==> src/hdl/fmh_pkg.sv <==
// Package: shared constants, codes and types for the FIFO handoff mutex.
`timescale 1ns / 1ps
package fmh_pkg;

   localparam int QUEUE_DEPTH_DEF     = 16;
   localparam int THREAD_ID_WIDTH_DEF = 8;
   localparam int STATUS_WIDTH        = 3;

   localparam logic CMD_ACQUIRE = 1'b0;
   localparam logic CMD_RELEASE = 1'b1;

   typedef enum logic [STATUS_WIDTH-1:0] {
      STS_GRANTED   = 3'd0,
      STS_ALREADY   = 3'd1,
      STS_QUEUED    = 3'd2,
      STS_FREED     = 3'd3,
      STS_HANDOFF   = 3'd4,
      STS_NOT_OWNER = 3'd5,
      STS_FULL      = 3'd6
   } status_type;

   typedef enum logic [1:0] {
      FSM_IDLE,
      FSM_READ,
      FSM_EXEC
   } fsm_state_type;

   typedef struct packed {
      logic load;    // capture the accepted transaction
      logic rd_en;   // read the head entry of the waiter queue
      logic exec;    // update lock state and load the response register
   } ctl_cmd_type;

   typedef struct packed {
      logic out_free;  // response register can take a new transaction
   } dp_stat_type;

endpackage

==> src/hdl/fmh_if.sv <==
// Interfaces: request and response channels of the FIFO handoff mutex.
`timescale 1ns / 1ps
interface fmh_req_if #(
   parameter int TW = fmh_pkg::THREAD_ID_WIDTH_DEF
);
   logic          valid;
   logic          ready;
   logic          cmd;
   logic [TW-1:0] thread_id;

   modport source (output valid, output cmd, output thread_id, input ready);
   modport sink   (input valid, input cmd, input thread_id, output ready);
endinterface

interface fmh_rsp_if #(
   parameter int TW = fmh_pkg::THREAD_ID_WIDTH_DEF,
   parameter int CW = $clog2(fmh_pkg::QUEUE_DEPTH_DEF + 1)
);
   logic                             valid;
   logic                             ready;
   logic [fmh_pkg::STATUS_WIDTH-1:0] status;
   logic                             wake_valid;
   logic [TW-1:0]                    wake_id;
   logic                             lock_held;
   logic [TW-1:0]                    owner_id;
   logic [CW-1:0]                    waiters;

   modport source (output valid, output status, output wake_valid, output wake_id,
                   output lock_held, output owner_id, output waiters, input ready);
   modport sink   (input valid, input status, input wake_valid, input wake_id,
                   input lock_held, input owner_id, input waiters, output ready);
endinterface

==> src/hdl/fifo_handoff_mutex.sv <==
// Top level: FIFO-ordered hardware mutex with direct ownership handoff.
`timescale 1ns / 1ps
// Usage:
//   req_chan carries one transaction per request: cmd (acquire or release)
//   and thread_id. rsp_chan returns exactly one response per request: status,
//   wake_valid/wake_id on handoff, and the lock state after the request
//   (lock_held, owner_id, waiters).
//   Each accepted request is captured, then the head of the waiter queue is
//   read from the registered queue memory, then the execute step updates the
//   lock state and loads the response register. A new request is taken only
//   after the previous one has finished its execute step.
//   The response register decouples the two sides: a new request is taken
//   while the previous response waits. If the receiver stalls, the response
//   holds and the next request waits in its execute step.
//   Reset (synchronous, active high) frees the lock, clears the owner and
//   empties the waiter queue; queue contents are not cleared and need no
//   clearing pass.
module fifo_handoff_mutex #(
   parameter int QUEUE_DEPTH     = fmh_pkg::QUEUE_DEPTH_DEF,
   parameter int THREAD_ID_WIDTH = fmh_pkg::THREAD_ID_WIDTH_DEF
) (
   input logic       clock,
   input logic       reset,
   fmh_req_if.sink   req_chan,
   fmh_rsp_if.source rsp_chan
);
   import fmh_pkg::*;

   ctl_cmd_type ctl;
   dp_stat_type stat;

   fmh_ctrl u_ctrl (
      .clock     (clock),
      .reset     (reset),
      .req_valid (req_chan.valid),
      .req_ready (req_chan.ready),
      .stat      (stat),
      .ctl       (ctl)
   );

   fmh_dp #(
      .QUEUE_DEPTH     (QUEUE_DEPTH),
      .THREAD_ID_WIDTH (THREAD_ID_WIDTH)
   ) u_dp (
      .clock          (clock),
      .reset          (reset),
      .ctl            (ctl),
      .stat           (stat),
      .req_cmd        (req_chan.cmd),
      .req_thread_id  (req_chan.thread_id),
      .rsp_valid      (rsp_chan.valid),
      .rsp_ready      (rsp_chan.ready),
      .rsp_status     (rsp_chan.status),
      .rsp_wake_valid (rsp_chan.wake_valid),
      .rsp_wake_id    (rsp_chan.wake_id),
      .rsp_lock_held  (rsp_chan.lock_held),
      .rsp_owner_id   (rsp_chan.owner_id),
      .rsp_waiters    (rsp_chan.waiters)
   );
endmodule

==> src/hdl/fmh_ram.sv <==
// Generic single-port-write, single-port-read RAM with registered read data.
`timescale 1ns / 1ps
module fmh_ram #(
   parameter int WIDTH = 8,
   parameter int DEPTH = 16,
   parameter int AW    = (DEPTH > 1) ? $clog2(DEPTH) : 1
) (
   input  logic             clock,
   input  logic             wr_en,
   input  logic [AW-1:0]    wr_addr,
   input  logic [WIDTH-1:0] wr_data,
   input  logic             rd_en,
   input  logic [AW-1:0]    rd_addr,
   output logic [WIDTH-1:0] rd_data
);
   logic [WIDTH-1:0] mem_ff [DEPTH];
   logic [WIDTH-1:0] rd_data_ff;

   always_ff @(posedge clock) begin
      if (wr_en) begin
         mem_ff[wr_addr] <= wr_data;
      end
      if (rd_en) begin
         rd_data_ff <= mem_ff[rd_addr];
      end
   end

   assign rd_data = rd_data_ff;
endmodule

==> src/hdl/fmh_ctrl.sv <==
// Controller: sequences capture, queue read and execute of each transaction.
`timescale 1ns / 1ps
module fmh_ctrl (
   input  logic                clock,
   input  logic                reset,
   input  logic                req_valid,
   output logic                req_ready,
   input  fmh_pkg::dp_stat_type stat,
   output fmh_pkg::ctl_cmd_type ctl
);
   import fmh_pkg::*;

   fsm_state_type state_ff, state_in;

   always_ff @(posedge clock) begin
      if (reset) begin
         state_ff <= FSM_IDLE;
      end else begin
         state_ff <= state_in;
      end
   end

   always_comb begin
      state_in = state_ff;
      case (state_ff)
         FSM_IDLE: begin
            if (req_valid) state_in = FSM_READ;
         end
         FSM_READ: state_in = FSM_EXEC;
         FSM_EXEC: begin
            if (stat.out_free) state_in = FSM_IDLE;
         end
         default: state_in = FSM_IDLE;
      endcase
   end

   always_comb begin
      req_ready = 1'b0;
      ctl       = '0;
      case (state_ff)
         FSM_IDLE: begin
            req_ready = 1'b1;
            ctl.load  = req_valid;
         end
         FSM_READ: ctl.rd_en = 1'b1;
         FSM_EXEC: ctl.exec = stat.out_free;
         default: ;
      endcase
   end
endmodule

==> src/hdl/fmh_dp.sv <==
// Datapath: lock state, waiter queue pointers and the response register.
`timescale 1ns / 1ps
module fmh_dp #(
   parameter int QUEUE_DEPTH     = fmh_pkg::QUEUE_DEPTH_DEF,
   parameter int THREAD_ID_WIDTH = fmh_pkg::THREAD_ID_WIDTH_DEF,
   parameter int QW              = (QUEUE_DEPTH > 1) ? $clog2(QUEUE_DEPTH) : 1,
   parameter int CW              = $clog2(QUEUE_DEPTH + 1)
) (
   input  logic                        clock,
   input  logic                        reset,
   input  fmh_pkg::ctl_cmd_type        ctl,
   output fmh_pkg::dp_stat_type        stat,
   input  logic                        req_cmd,
   input  logic [THREAD_ID_WIDTH-1:0]  req_thread_id,
   output logic                        rsp_valid,
   input  logic                        rsp_ready,
   output logic [fmh_pkg::STATUS_WIDTH-1:0] rsp_status,
   output logic                        rsp_wake_valid,
   output logic [THREAD_ID_WIDTH-1:0]  rsp_wake_id,
   output logic                        rsp_lock_held,
   output logic [THREAD_ID_WIDTH-1:0]  rsp_owner_id,
   output logic [CW-1:0]               rsp_waiters
);
   import fmh_pkg::*;

   localparam int TW = THREAD_ID_WIDTH;

   logic          cmd_ff;
   logic [TW-1:0] tid_ff;
   logic          busy_ff, busy_in;
   logic [TW-1:0] owner_ff, owner_in;
   logic [QW-1:0] head_ff, head_in;
   logic [QW-1:0] tail_ff, tail_in;
   logic [CW-1:0] count_ff, count_in;
   logic          rsp_valid_ff, rsp_valid_in;
   status_type    status_ff, status_in;
   logic          wake_valid_ff, wake_valid_in;
   logic [TW-1:0] wake_id_ff, wake_id_in;
   logic          push;
   logic [TW-1:0] head_data;

   fmh_ram #(
      .WIDTH (TW),
      .DEPTH (QUEUE_DEPTH),
      .AW    (QW)
   ) u_queue (
      .clock   (clock),
      .wr_en   (push),
      .wr_addr (tail_ff),
      .wr_data (tid_ff),
      .rd_en   (ctl.rd_en),
      .rd_addr (head_ff),
      .rd_data (head_data)
   );

   assign stat.out_free = !rsp_valid_ff || rsp_ready;

   always_ff @(posedge clock) begin
      if (ctl.load) begin
         cmd_ff <= req_cmd;
         tid_ff <= req_thread_id;
      end
   end

   always_comb begin
      busy_in       = busy_ff;
      owner_in      = owner_ff;
      head_in       = head_ff;
      tail_in       = tail_ff;
      count_in      = count_ff;
      status_in     = status_ff;
      wake_valid_in = 1'b0;
      wake_id_in    = '0;
      push          = 1'b0;
      if (cmd_ff == CMD_ACQUIRE) begin
         if (busy_ff && owner_ff == tid_ff) begin
            status_in = STS_ALREADY;
         end else if (!busy_ff) begin
            busy_in   = 1'b1;
            owner_in  = tid_ff;
            status_in = STS_GRANTED;
         end else if (count_ff == CW'(QUEUE_DEPTH)) begin
            status_in = STS_FULL;
         end else begin
            push      = ctl.exec;
            tail_in   = (tail_ff == QW'(QUEUE_DEPTH - 1)) ? '0 : tail_ff + 1'b1;
            count_in  = count_ff + 1'b1;
            status_in = STS_QUEUED;
         end
      end else begin
         if (!busy_ff || owner_ff != tid_ff) begin
            status_in = STS_NOT_OWNER;
         end else if (count_ff != '0) begin
            owner_in      = head_data;
            head_in       = (head_ff == QW'(QUEUE_DEPTH - 1)) ? '0 : head_ff + 1'b1;
            count_in      = count_ff - 1'b1;
            wake_valid_in = 1'b1;
            wake_id_in    = head_data;
            status_in     = STS_HANDOFF;
         end else begin
            busy_in   = 1'b0;
            owner_in  = '0;
            status_in = STS_FREED;
         end
      end
   end

   always_comb begin
      if (ctl.exec) begin
         rsp_valid_in = 1'b1;
      end else if (rsp_ready) begin
         rsp_valid_in = 1'b0;
      end else begin
         rsp_valid_in = rsp_valid_ff;
      end
   end

   always_ff @(posedge clock) begin
      if (reset) begin
         busy_ff      <= 1'b0;
         owner_ff     <= '0;
         head_ff      <= '0;
         tail_ff      <= '0;
         count_ff     <= '0;
         rsp_valid_ff <= 1'b0;
      end else begin
         rsp_valid_ff <= rsp_valid_in;
         if (ctl.exec) begin
            busy_ff  <= busy_in;
            owner_ff <= owner_in;
            head_ff  <= head_in;
            tail_ff  <= tail_in;
            count_ff <= count_in;
         end
      end
   end

   always_ff @(posedge clock) begin
      if (ctl.exec) begin
         status_ff     <= status_in;
         wake_valid_ff <= wake_valid_in;
         wake_id_ff    <= wake_id_in;
      end
   end

   assign rsp_valid      = rsp_valid_ff;
   assign rsp_status     = status_ff;
   assign rsp_wake_valid = wake_valid_ff;
   assign rsp_wake_id    = wake_id_ff;
   assign rsp_lock_held  = busy_ff;
   assign rsp_owner_id   = owner_ff;
   assign rsp_waiters    = count_ff;
endmodule

==> src/flat_wrapper.sv <==
// flat-port wrapper written by rule: the top's interface ports become plain ports
module fifo_handoff_mutex_flat import fmh_pkg::*;
#(
   parameter int QUEUE_DEPTH     = fmh_pkg::QUEUE_DEPTH_DEF,
   parameter int THREAD_ID_WIDTH = fmh_pkg::THREAD_ID_WIDTH_DEF
)
  (clock, reset, req_chan_valid, req_chan_cmd, req_chan_thread_id, req_chan_ready, rsp_chan_valid, rsp_chan_status, rsp_chan_wake_valid, rsp_chan_wake_id, rsp_chan_lock_held, rsp_chan_owner_id, rsp_chan_waiters, rsp_chan_ready);
  fmh_req_if req_chan_i ();
  fmh_rsp_if rsp_chan_i ();
  input logic clock;
  input logic reset;
  input wire logic [$bits(req_chan_i.valid)-1:0] req_chan_valid;
  input wire logic [$bits(req_chan_i.cmd)-1:0] req_chan_cmd;
  input wire logic [$bits(req_chan_i.thread_id)-1:0] req_chan_thread_id;
  output wire logic [$bits(req_chan_i.ready)-1:0] req_chan_ready;
  output wire logic [$bits(rsp_chan_i.valid)-1:0] rsp_chan_valid;
  output wire logic [$bits(rsp_chan_i.status)-1:0] rsp_chan_status;
  output wire logic [$bits(rsp_chan_i.wake_valid)-1:0] rsp_chan_wake_valid;
  output wire logic [$bits(rsp_chan_i.wake_id)-1:0] rsp_chan_wake_id;
  output wire logic [$bits(rsp_chan_i.lock_held)-1:0] rsp_chan_lock_held;
  output wire logic [$bits(rsp_chan_i.owner_id)-1:0] rsp_chan_owner_id;
  output wire logic [$bits(rsp_chan_i.waiters)-1:0] rsp_chan_waiters;
  input wire logic [$bits(rsp_chan_i.ready)-1:0] rsp_chan_ready;
  assign req_chan_i.valid = req_chan_valid;
  assign req_chan_i.cmd = req_chan_cmd;
  assign req_chan_i.thread_id = req_chan_thread_id;
  assign req_chan_ready = req_chan_i.ready;
  assign rsp_chan_valid = rsp_chan_i.valid;
  assign rsp_chan_status = rsp_chan_i.status;
  assign rsp_chan_wake_valid = rsp_chan_i.wake_valid;
  assign rsp_chan_wake_id = rsp_chan_i.wake_id;
  assign rsp_chan_lock_held = rsp_chan_i.lock_held;
  assign rsp_chan_owner_id = rsp_chan_i.owner_id;
  assign rsp_chan_waiters = rsp_chan_i.waiters;
  assign rsp_chan_i.ready = rsp_chan_ready;
  fifo_handoff_mutex #(.QUEUE_DEPTH(QUEUE_DEPTH), .THREAD_ID_WIDTH(THREAD_ID_WIDTH)) u_core (.clock(clock), .reset(reset), .req_chan(req_chan_i), .rsp_chan(rsp_chan_i));
endmodule
==> config.mk <==
export PLATFORM = sky130hd
export DESIGN_NAME = fifo_handoff_mutex_flat
export DESIGN_NICKNAME = d
export VERILOG_FILES = /design/src/hdl/fmh_pkg.sv /design/src/hdl/fmh_if.sv /design/src/hdl/fifo_handoff_mutex.sv /design/src/hdl/fmh_ram.sv /design/src/hdl/fmh_ctrl.sv /design/src/hdl/fmh_dp.sv /design/src/flat_wrapper.sv
export SDC_FILE = /design/constraint.sdc
export NUM_CORES = 1
export LEC_CHECK = 0
export BUFFER_PORTS_ARGS = -buffer_cell sky130_fd_sc_hd__buf_2
export CAP_MARGIN = 20
export CORE_ASPECT_RATIO = 1.5
export CORE_UTILIZATION = 23
export DETAILED_ROUTE_END_ITERATION = 7
export GPL_TIMING_DRIVEN = 1
export SYNTH_ARGS = -nofsm -noshare
export SYNTH_HDL_FRONTEND = slang
export SYNTH_HIERARCHICAL = 1
export SYNTH_SLANG_ARGS = --single-unit
==> constraint.sdc <==
create_clock -name clock -period 3.55 [get_ports clock]
set_clock_uncertainty 0.05 [all_clocks]
set_input_delay 0.71 -clock clock [delete_from_list [all_inputs] [get_ports clock]]
set_output_delay 0.71 -clock clock [all_outputs]
set_load 0.02 [all_outputs]
==> results of run 1 <==
[stage by stage]
stage               area, sq um  setup TNS (ps)  instances  hold WS (ps)
floorplan                  7570          -288.4        456         457.7
global placement           8388               0        922         465.6
detailed placement         8388               0        922         480.0
CTS                        8966               0        954         387.9
global route               8966               0        954         386.4
finish                     8966               0        954         399.5
[cell type report]
| cell class | instances | area share |
|---|---|---|
| Sequential cell | 182 | 0.5818 |
| Tap cell | 415 | 0.05791 |
| Clock inverter | 11 | 0.01423 |
| Inverter | 8 | 0.003349 |
| Clock buffer | 21 | 0.05024 |
| Multi-Input combinational cell | 245 | 0.2434 |
| Timing Repair Buffer | 72 | 0.04912 |
[report_power, final]
group	internal, mW	switching, mW
Clock	1.06	0.779
Combinational	0.0398	0.0855
Sequential	2.34	0.0244
[logic make-up after synthesis]
| family | share of synthesized area |
|---|---|
| AOI/OAI and AO/OA | 0.06699 |
| and+or+nand+nor | 0.08386 |
| DFF | 0.6894 |
| muxes | 0.1133 |
| xor gates and xnor gates | 0.01274 |
| adders and majority gates | 0.01092 |
| buffers and inverters | 0.02282 |
[flip-flops by register name, summed over array words and instances, names as in the netlist]
name,cells
u_core/u_dp/rsp_waiters,5
u_core/u_dp/cmd_ff,1
u_core/u_dp/tail_ff,4
u_core/u_dp/u_queue/rd_data,8
u_core/u_dp/rsp_valid,1
u_core/u_dp/rsp_owner_id,8
u_core/u_dp/head_ff,4
u_core/u_ctrl/state_ff,2
u_core/u_dp/rsp_wake_id,8
u_core/u_dp/rsp_wake_valid,1
u_core/u_dp/u_queue/mem_ff,128
u_core/u_dp/rsp_status,3
u_core/u_dp/rsp_lock_held,1
u_core/u_dp/tid_ff,8
[routing by layer]
| metal | vias to the layer above | share of wire | track usage |
|---|---|---|---|
| met5 | - | 0 | 0 |
| met4 | 0 | 0.023 | 0.04594 |
| met3 | 25 | 0.040 | 0.02159 |
| met2 | 125 | 0.53 | 0.1864 |
| met1 | 2103 | 0.41 | 0.1247 |
| li1 | 1934 | - | - |
[Yosys cell counts (all sizes together), types with 2 or more instances]
library cell and number:
o21a 3, and2 10, nand3 3, nand3b 2, a31oi 2, nand2b 3
nor3 8, o21ai 8, nand2 25, a21oi 17, nor4 3, a22oi 16
or3 2, edfxtp 157, dfxtp 25, inv 8, a211oi 10, buf 12
nor2b 6, xnor2 9, clkbuf 6, o21ba 2, nor3b 2, ha 5
o32ai 3, mux2i 5, mux4 33, nor2 45, o211ai 2, xor2 2
nand4 2, clkdlybuf4s25 3
[path summary, 6_finish.rpt]
path                                                    endpoint  cells past startpoint  slack [ps]                 startpoint
worst max-delay path            u_core/u_dp/u_queue/mem_ff[0][0]                      9         720             rsp_chan_ready
worst min-delay path                       u_core/u_dp/tid_ff[2]                      1         400      req_chan_thread_id[2]
worst max register to register  u_core/u_dp/u_queue/mem_ff[0][0]                      7         780  u_core/u_ctrl/state_ff[1]
worst min register to register             u_core/u_dp/rsp_valid                      2         490      u_core/u_dp/rsp_valid
==> run_summary.xml, run 1 <==
<?xml version="1.0" encoding="UTF-8"?>
<metrics>
  <group name="timing">
    <metric name="fin_ws" unit="ps">719.6</metric>
    <metric name="finalCritPeriodShare" unit="">0.7973</metric>
    <metric name="tightest_slew" unit="ps">1017</metric>
    <metric name="count_of_final_setup_violators" unit="">0</metric>
    <metric name="worst_slew_margin_rel" unit="">0.3189</metric>
    <metric name="maxSlewViolCount" unit="">0</metric>
    <metric name="period_minus_slack" unit="ps">2830</metric>
    <metric name="final_hold_viol_count" unit="">0</metric>
    <metric name="max_freq" unit="MHz">353.3</metric>
    <metric name="rsz0062_at_grt" unit="">false</metric>
  </group>
  <group name="global_route">
    <metric name="grt_max_degree" unit="">38</metric>
    <metric name="grtUsageTotal" unit="">0.1066</metric>
    <metric name="initial_antenna_violation_count" unit="">1</metric>
    <metric name="grt_overflow" unit="">0</metric>
    <metric name="global_route_wire_length_before_repair" unit="mm">25.65</metric>
    <metric name="grt_pass1_vias" unit="">4099</metric>
  </group>
  <group name="drt">
    <metric name="wl_per_cell" unit="um">18.10</metric>
    <metric name="drt_drc_violations_left" unit="">0</metric>
    <metric name="post_drt_via_cell_ratio" unit="">4.389</metric>
    <metric name="drt-pass1-iter-count" unit="">5</metric>
    <metric name="ant_nets" unit="">0</metric>
    <metric name="drtIter0Drc" unit="">203</metric>
    <metric name="dr_total_vias" unit="">4187</metric>
    <metric name="detailed_route_wl" unit="mm">17.27</metric>
  </group>
  <group name="clocking">
    <metric name="clk_pin_slew" unit="ps">70</metric>
    <metric name="cts_max_path_buffers" unit="">2</metric>
    <metric name="cts_tree" unit="">yes</metric>
    <metric name="numCtsBuffers" unit="">17</metric>
    <metric name="clk-insertion-delay-late" unit="ps">430</metric>
    <metric name="hold_buffers" unit="">0</metric>
    <metric name="cts_num_sinks" unit="">182</metric>
    <metric name="htreeDepth" unit="">4</metric>
    <metric name="post_cts.resized_instances" unit="">0</metric>
    <metric name="root_buffer" unit="">clkbuf_16</metric>
    <metric name="post-cts-setup-buffer-count" unit="">0</metric>
  </group>
  <group name="place">
    <metric name="dpl_worst_slack" unit="ps">287.4</metric>
    <metric name="dpl.hpwl" unit="mm">12.09</metric>
    <metric name="portBuffers" unit="">40</metric>
    <metric name="finalWeightedCongestion" unit="">0.8041</metric>
  </group>
  <group name="logic_synthesis">
    <metric name="post_synth_main_area_contributors" unit="">edfxtp_1 (62%), dfxtp_1 (6.6%), mux4_2 (5.7%)</metric>
    <metric name="synthesis.area" unit="sq um">7565</metric>
    <metric name="synth_nets" unit="">475</metric>
    <metric name="fraction_of_synthesized_cell_area_taken_by_the_top_area_cell_type" unit="">0.6232</metric>
    <metric name="synth.ff_latch_count" unit="">182</metric>
    <metric name="synth_edf_count" unit="">157</metric>
    <metric name="yosysSeqAreaShare" unit="">0.6894</metric>
    <metric name="yosysUniqueCellTypes" unit="">59</metric>
    <metric name="synthesis.instances" unit="">456</metric>
    <metric name="async_reset_ff_frac" unit="">0</metric>
    <metric name="yosysWarningCount" unit="">6</metric>
    <metric name="avgSynthCellArea" unit="sq um">16.59</metric>
    <metric name="synth_flop_cell" unit="">edfxtp_1</metric>
    <metric name="yosys.area.top_type" unit="">edfxtp_1</metric>
  </group>
  <group name="setup_path">
    <metric name="crit_family" unit="">simple AND/OR/NAND/NOR gates</metric>
    <metric name="max_stage_delay_cell_worst_path" unit="">nor3_2</metric>
    <metric name="cpPeakStageDelay" unit="ps">540</metric>
    <metric name="required" unit="ps">3560</metric>
    <metric name="critPathKind" unit="">input port to register</metric>
    <metric name="timing.critical_path.from_type" unit="">input port</metric>
    <metric name="timing.critical_path.arrival" unit="ps">2840</metric>
    <metric name="crit_path_cell_trace" unit="">buf_2 &gt; nand2b_1 &gt; and3b_1 &gt; nand2_2 &gt; a211oi_4 &gt; o21ai_1 &gt; inv_1 &gt; or3b_2 &gt; nor3_2</metric>
    <metric name="worst-path-max-fanout" unit="">8</metric>
    <metric name="path_buf_inv" unit="">2</metric>
    <metric name="timing.critical_path.to_type" unit="">register</metric>
  </group>
  <group name="layout">
    <metric name="layout.cells.most_common_list" unit="">edfxtp_1 (157), nor2_1 (45), buf_2 (40)</metric>
    <metric name="multiInputGateArea" unit="sq um">2182</metric>
    <metric name="postLayoutCoreUtil" unit="">0.2756</metric>
    <metric name="seqCellArea" unit="sq um">5216</metric>
    <metric name="n_antenna_cell" unit="">0</metric>
    <metric name="synthToLayoutAreaGrowth" unit="%">18.52</metric>
    <metric name="layout-drive-gt1-share" unit="">0.2486</metric>
    <metric name="fillCellCount" unit="">3259</metric>
    <metric name="final_common_cell" unit="">edfxtp_1</metric>
    <metric name="final_nets" unit="">545</metric>
  </group>
  <group name="power_and_ir_drop">
    <metric name="vdd_drop_max" unit="uV">327.3</metric>
    <metric name="pwr_density_cell" unit="nW/um^2">482.8</metric>
    <metric name="total_leakage_power" unit="nW">2.936</metric>
    <metric name="total_power" unit="mW">4.328</metric>
  </group>
  <group name="floorplanning">
    <metric name="coreArea" unit="sq um">32530</metric>
    <metric name="dieWidth" unit="um">150.1</metric>
    <metric name="die_area" unit="sq um">33630</metric>
    <metric name="die_height" unit="um">224.1</metric>
    <metric name="initial_utilization" unit="">0.2325</metric>
    <metric name="ports" unit="">41</metric>
    <metric name="num_rows" unit="">81</metric>
  </group>
  <group name="hold_path">
    <metric name="hold_path.class" unit="">input port to register</metric>
  </group>
  <group name="flow_run">
    <metric name="maxCapViolCount" unit="">0</metric>
  </group>
  <group name="run_status">
    <metric name="outcome" unit="">completed</metric>
  </group>
</metrics>
Power figures use the tool's default switching activity.
==> run 2, diff against run 1 <==
==> constraint.sdc (replaced) <==
create_clock -name clock -period 2.95 [get_ports clock]
set_clock_uncertainty 0.05 [all_clocks]
set_input_delay 0.59 -clock clock [delete_from_list [all_inputs] [get_ports clock]]
set_output_delay 0.59 -clock clock [all_outputs]
set_load 0.02 [all_outputs]
==> run 2 against run 1 <==
Against the previous run:
- non-clock buffer count down 7
- total power up 21%
- routed wire length grew 1.4%
- register-to-register slack got worse by 360 ps
- flip-flop and latch count is the same
- combinational power up 30%
- setup slack got worse by 300 ps
- count of clock-buffer cells in the layout decreased by 4
- worst hold slack got worse by 110 ps
==> run_summary.xml, run 2 (synthesized netlist as in run 1, its figures left out) <==
<?xml version="1.0" encoding="UTF-8"?>
<metrics>
  <group name="power_and_ir_drop">
    <metric name="vdd_drop_max" unit="uV">394.2</metric>
    <metric name="total_leakage_power" unit="nW">2.934</metric>
    <metric name="pwr_density_cell" unit="nW/um^2">584.6</metric>
  </group>
  <group name="floorplanning">
    <metric name="die_height" unit="um">224.1</metric>
    <metric name="num_rows" unit="">81</metric>
    <metric name="dieWidth" unit="um">150.1</metric>
    <metric name="ports" unit="">41</metric>
    <metric name="die_area" unit="sq um">33630</metric>
    <metric name="initial_utilization" unit="">0.2325</metric>
    <metric name="coreArea" unit="sq um">32530</metric>
  </group>
  <group name="layout">
    <metric name="final_common_cell" unit="">edfxtp_1</metric>
    <metric name="registers.top_by_ff_count" unit="">u_core/u_dp/u_queue/mem_ff</metric>
    <metric name="largest_reg_flops" unit="">128</metric>
    <metric name="fin_area" unit="sq um">8989</metric>
    <metric name="n_antenna_cell" unit="">0</metric>
    <metric name="fillCellCount" unit="">3241</metric>
    <metric name="final_nets" unit="">538</metric>
    <metric name="synthToLayoutAreaGrowth" unit="%">18.82</metric>
    <metric name="layout-drive-gt1-share" unit="">0.2613</metric>
    <metric name="postLayoutCoreUtil" unit="">0.2763</metric>
    <metric name="number_of_non_filler_instances_in_the_completed_layout" unit="">947</metric>
    <metric name="layout.cells.most_common_list" unit="">edfxtp_1 (157), nor2_1 (42), buf_2 (40)</metric>
  </group>
  <group name="setup_path">
    <metric name="required" unit="ps">2960</metric>
    <metric name="r2r_cells" unit="">6</metric>
    <metric name="timing.critical_path.to_type" unit="">register</metric>
    <metric name="timing.critical_path.from_type" unit="">register</metric>
    <metric name="timing.critical_path.arrival" unit="ps">2540</metric>
    <metric name="cpPeakStageDelay" unit="ps">670</metric>
    <metric name="worst-path-max-fanout" unit="">8</metric>
    <metric name="critPathKind" unit="">register to register</metric>
    <metric name="crit_start" unit="">u_core/u_dp/tid_ff[1]</metric>
    <metric name="crit_path_cell_trace" unit="">xnor2_1 &gt; nand4_2 &gt; o21ai_2 &gt; inv_1 &gt; nand3_1 &gt; nor2_1</metric>
    <metric name="r2r-start" unit="">u_core/u_dp/tid_ff[1]</metric>
    <metric name="max_stage_delay_cell_worst_path" unit="">nor2_1</metric>
  </group>
  <group name="timing">
    <metric name="period_minus_slack" unit="ps">2528</metric>
    <metric name="max_freq" unit="MHz">395.6</metric>
    <metric name="hold_slack_final" unit="ps">285.4</metric>
    <metric name="tightest_slew" unit="ps">804.2</metric>
    <metric name="setup-tns-final" unit="ps">0</metric>
    <metric name="count_of_final_setup_violators" unit="">0</metric>
    <metric name="maxSlewViolCount" unit="">0</metric>
    <metric name="finalCritPeriodShare" unit="">0.8568</metric>
    <metric name="worst_slew_margin_rel" unit="">0.4619</metric>
    <metric name="rsz0062_at_grt" unit="">false</metric>
    <metric name="final_hold_viol_count" unit="">0</metric>
  </group>
  <group name="clocking">
    <metric name="post_cts.resized_instances" unit="">0</metric>
    <metric name="post-cts-setup-buffer-count" unit="">0</metric>
    <metric name="cts_max_path_buffers" unit="">2</metric>
    <metric name="cts_num_sinks" unit="">182</metric>
    <metric name="clk-insertion-delay-late" unit="ps">430</metric>
    <metric name="hold_buffers" unit="">0</metric>
    <metric name="htreeDepth" unit="">4</metric>
    <metric name="numCtsBuffers" unit="">17</metric>
    <metric name="root_buffer" unit="">clkbuf_16</metric>
    <metric name="clk_pin_slew" unit="ps">70</metric>
    <metric name="cts_tree" unit="">yes</metric>
  </group>
  <group name="drt">
    <metric name="post_drt_via_cell_ratio" unit="">4.390</metric>
    <metric name="detailed_route_wl" unit="mm">17.50</metric>
    <metric name="dr_total_vias" unit="">4157</metric>
    <metric name="drtIter0Drc" unit="">348</metric>
    <metric name="drt-pass1-iter-count" unit="">4</metric>
    <metric name="drt_drc_violations_left" unit="">0</metric>
    <metric name="ant_nets" unit="">0</metric>
    <metric name="wl_per_cell" unit="um">18.48</metric>
  </group>
  <group name="place">
    <metric name="placedInstanceArea" unit="sq um">8402</metric>
    <metric name="portBuffers" unit="">40</metric>
    <metric name="place.detailed.instances" unit="">915</metric>
    <metric name="finalWeightedCongestion" unit="">0.7812</metric>
    <metric name="dpl.hpwl" unit="mm">12.33</metric>
  </group>
  <group name="hold_path">
    <metric name="hold_path.class" unit="">input port to register</metric>
    <metric name="worst_hold_startpoint" unit="">req_chan_thread_id[2]</metric>
    <metric name="timing.hold.worst_path_depth" unit="">1</metric>
  </group>
  <group name="global_route">
    <metric name="global_route_wire_length_before_repair" unit="mm">26.14</metric>
    <metric name="grt_pass1_vias" unit="">4315</metric>
    <metric name="grt_max_degree" unit="">38</metric>
    <metric name="grtUsageTotal" unit="">0.1090</metric>
    <metric name="grt_overflow" unit="">0</metric>
    <metric name="initial_antenna_violation_count" unit="">0</metric>
  </group>
  <group name="flow_run">
    <metric name="maxCapViolCount" unit="">0</metric>
  </group>
  <group name="run_status">
    <metric name="outcome" unit="">completed</metric>
  </group>
</metrics>
run 2: changes by cell type in the layout (fill, tap and decap cells not counted), moves of 2 or more:
| cell | before | now |
|---|---|---|
| nor3_1 | 7 | 4 |
| buf_12 | 0 | 2 |
| nor3_2 | 1 | 3 |
| nor2_2 | 0 | 3 |
| nor2_1 | 45 | 42 |
| inv_6 | 1 | 5 |
| inv_8 | 0 | 3 |
| buf_4 | 32 | 23 |
| clkinv_4 | 4 | 2 |
| clkbuf_1 | 3 | 0 |
run 2: worst max-delay path: cells and delay by family (launching register included):
kind | cells | cell delay, ps
buf+inv | 1 | 180
xor+xnor | 1 | 210
simple gates | 3 | 1060
flops | 1 | 560
compound gates | 1 | 90
run 2: final timing paths:
kind	end	slack, ps
setup / recovery	u_core/u_dp/u_queue/mem_ff[15][7]	420
hold / removal	u_core/u_dp/tid_ff[2]	290
setup reg to reg	u_core/u_dp/u_queue/mem_ff[15][7]	420
hold reg to reg	u_core/u_dp/rsp_owner_id[5]	490
run 2: power breakdown:
part           internal, mW  total, mW  switching (mW)
sequential             2.82       2.84          0.0255
combinational        0.0536      0.163           0.109
clock                  1.20       2.25            1.05
run 2: cell type report:
type	count	area [sq um]	area share
Clock buffer	17	425.4	0.04733
Clock inverter	15	161.4	0.01796
Inverter	8	30.03	0.003341
Multi-Input combinational cell	245	2223	0.2474
Sequential cell	182	5216	0.5803
Tap cell	415	519.2	0.05777
Timing Repair Buffer	65	412.9	0.04594
run 2: per-stage QoR:
step | setup WS, ps | power (mW)
4_1_cts | 406.8 | 5.309
3_3_place_gp | 91.79 | 3.065
6_report | 422.4 | 5.255
2_1_floorplan | 14.61 | 2.977
5_1_grt | 301.6 | 5.406
3_5_place_dp | 49.77 | 3.068
run 2: routing by layer:
metal | global-route usage | part of all wire
met5 | 0 | 0
met4 | 0.04431 | 0.016
met3 | 0.01609 | 0.029
met2 | 0.2177 | 0.59
met1 | 0.1088 | 0.36
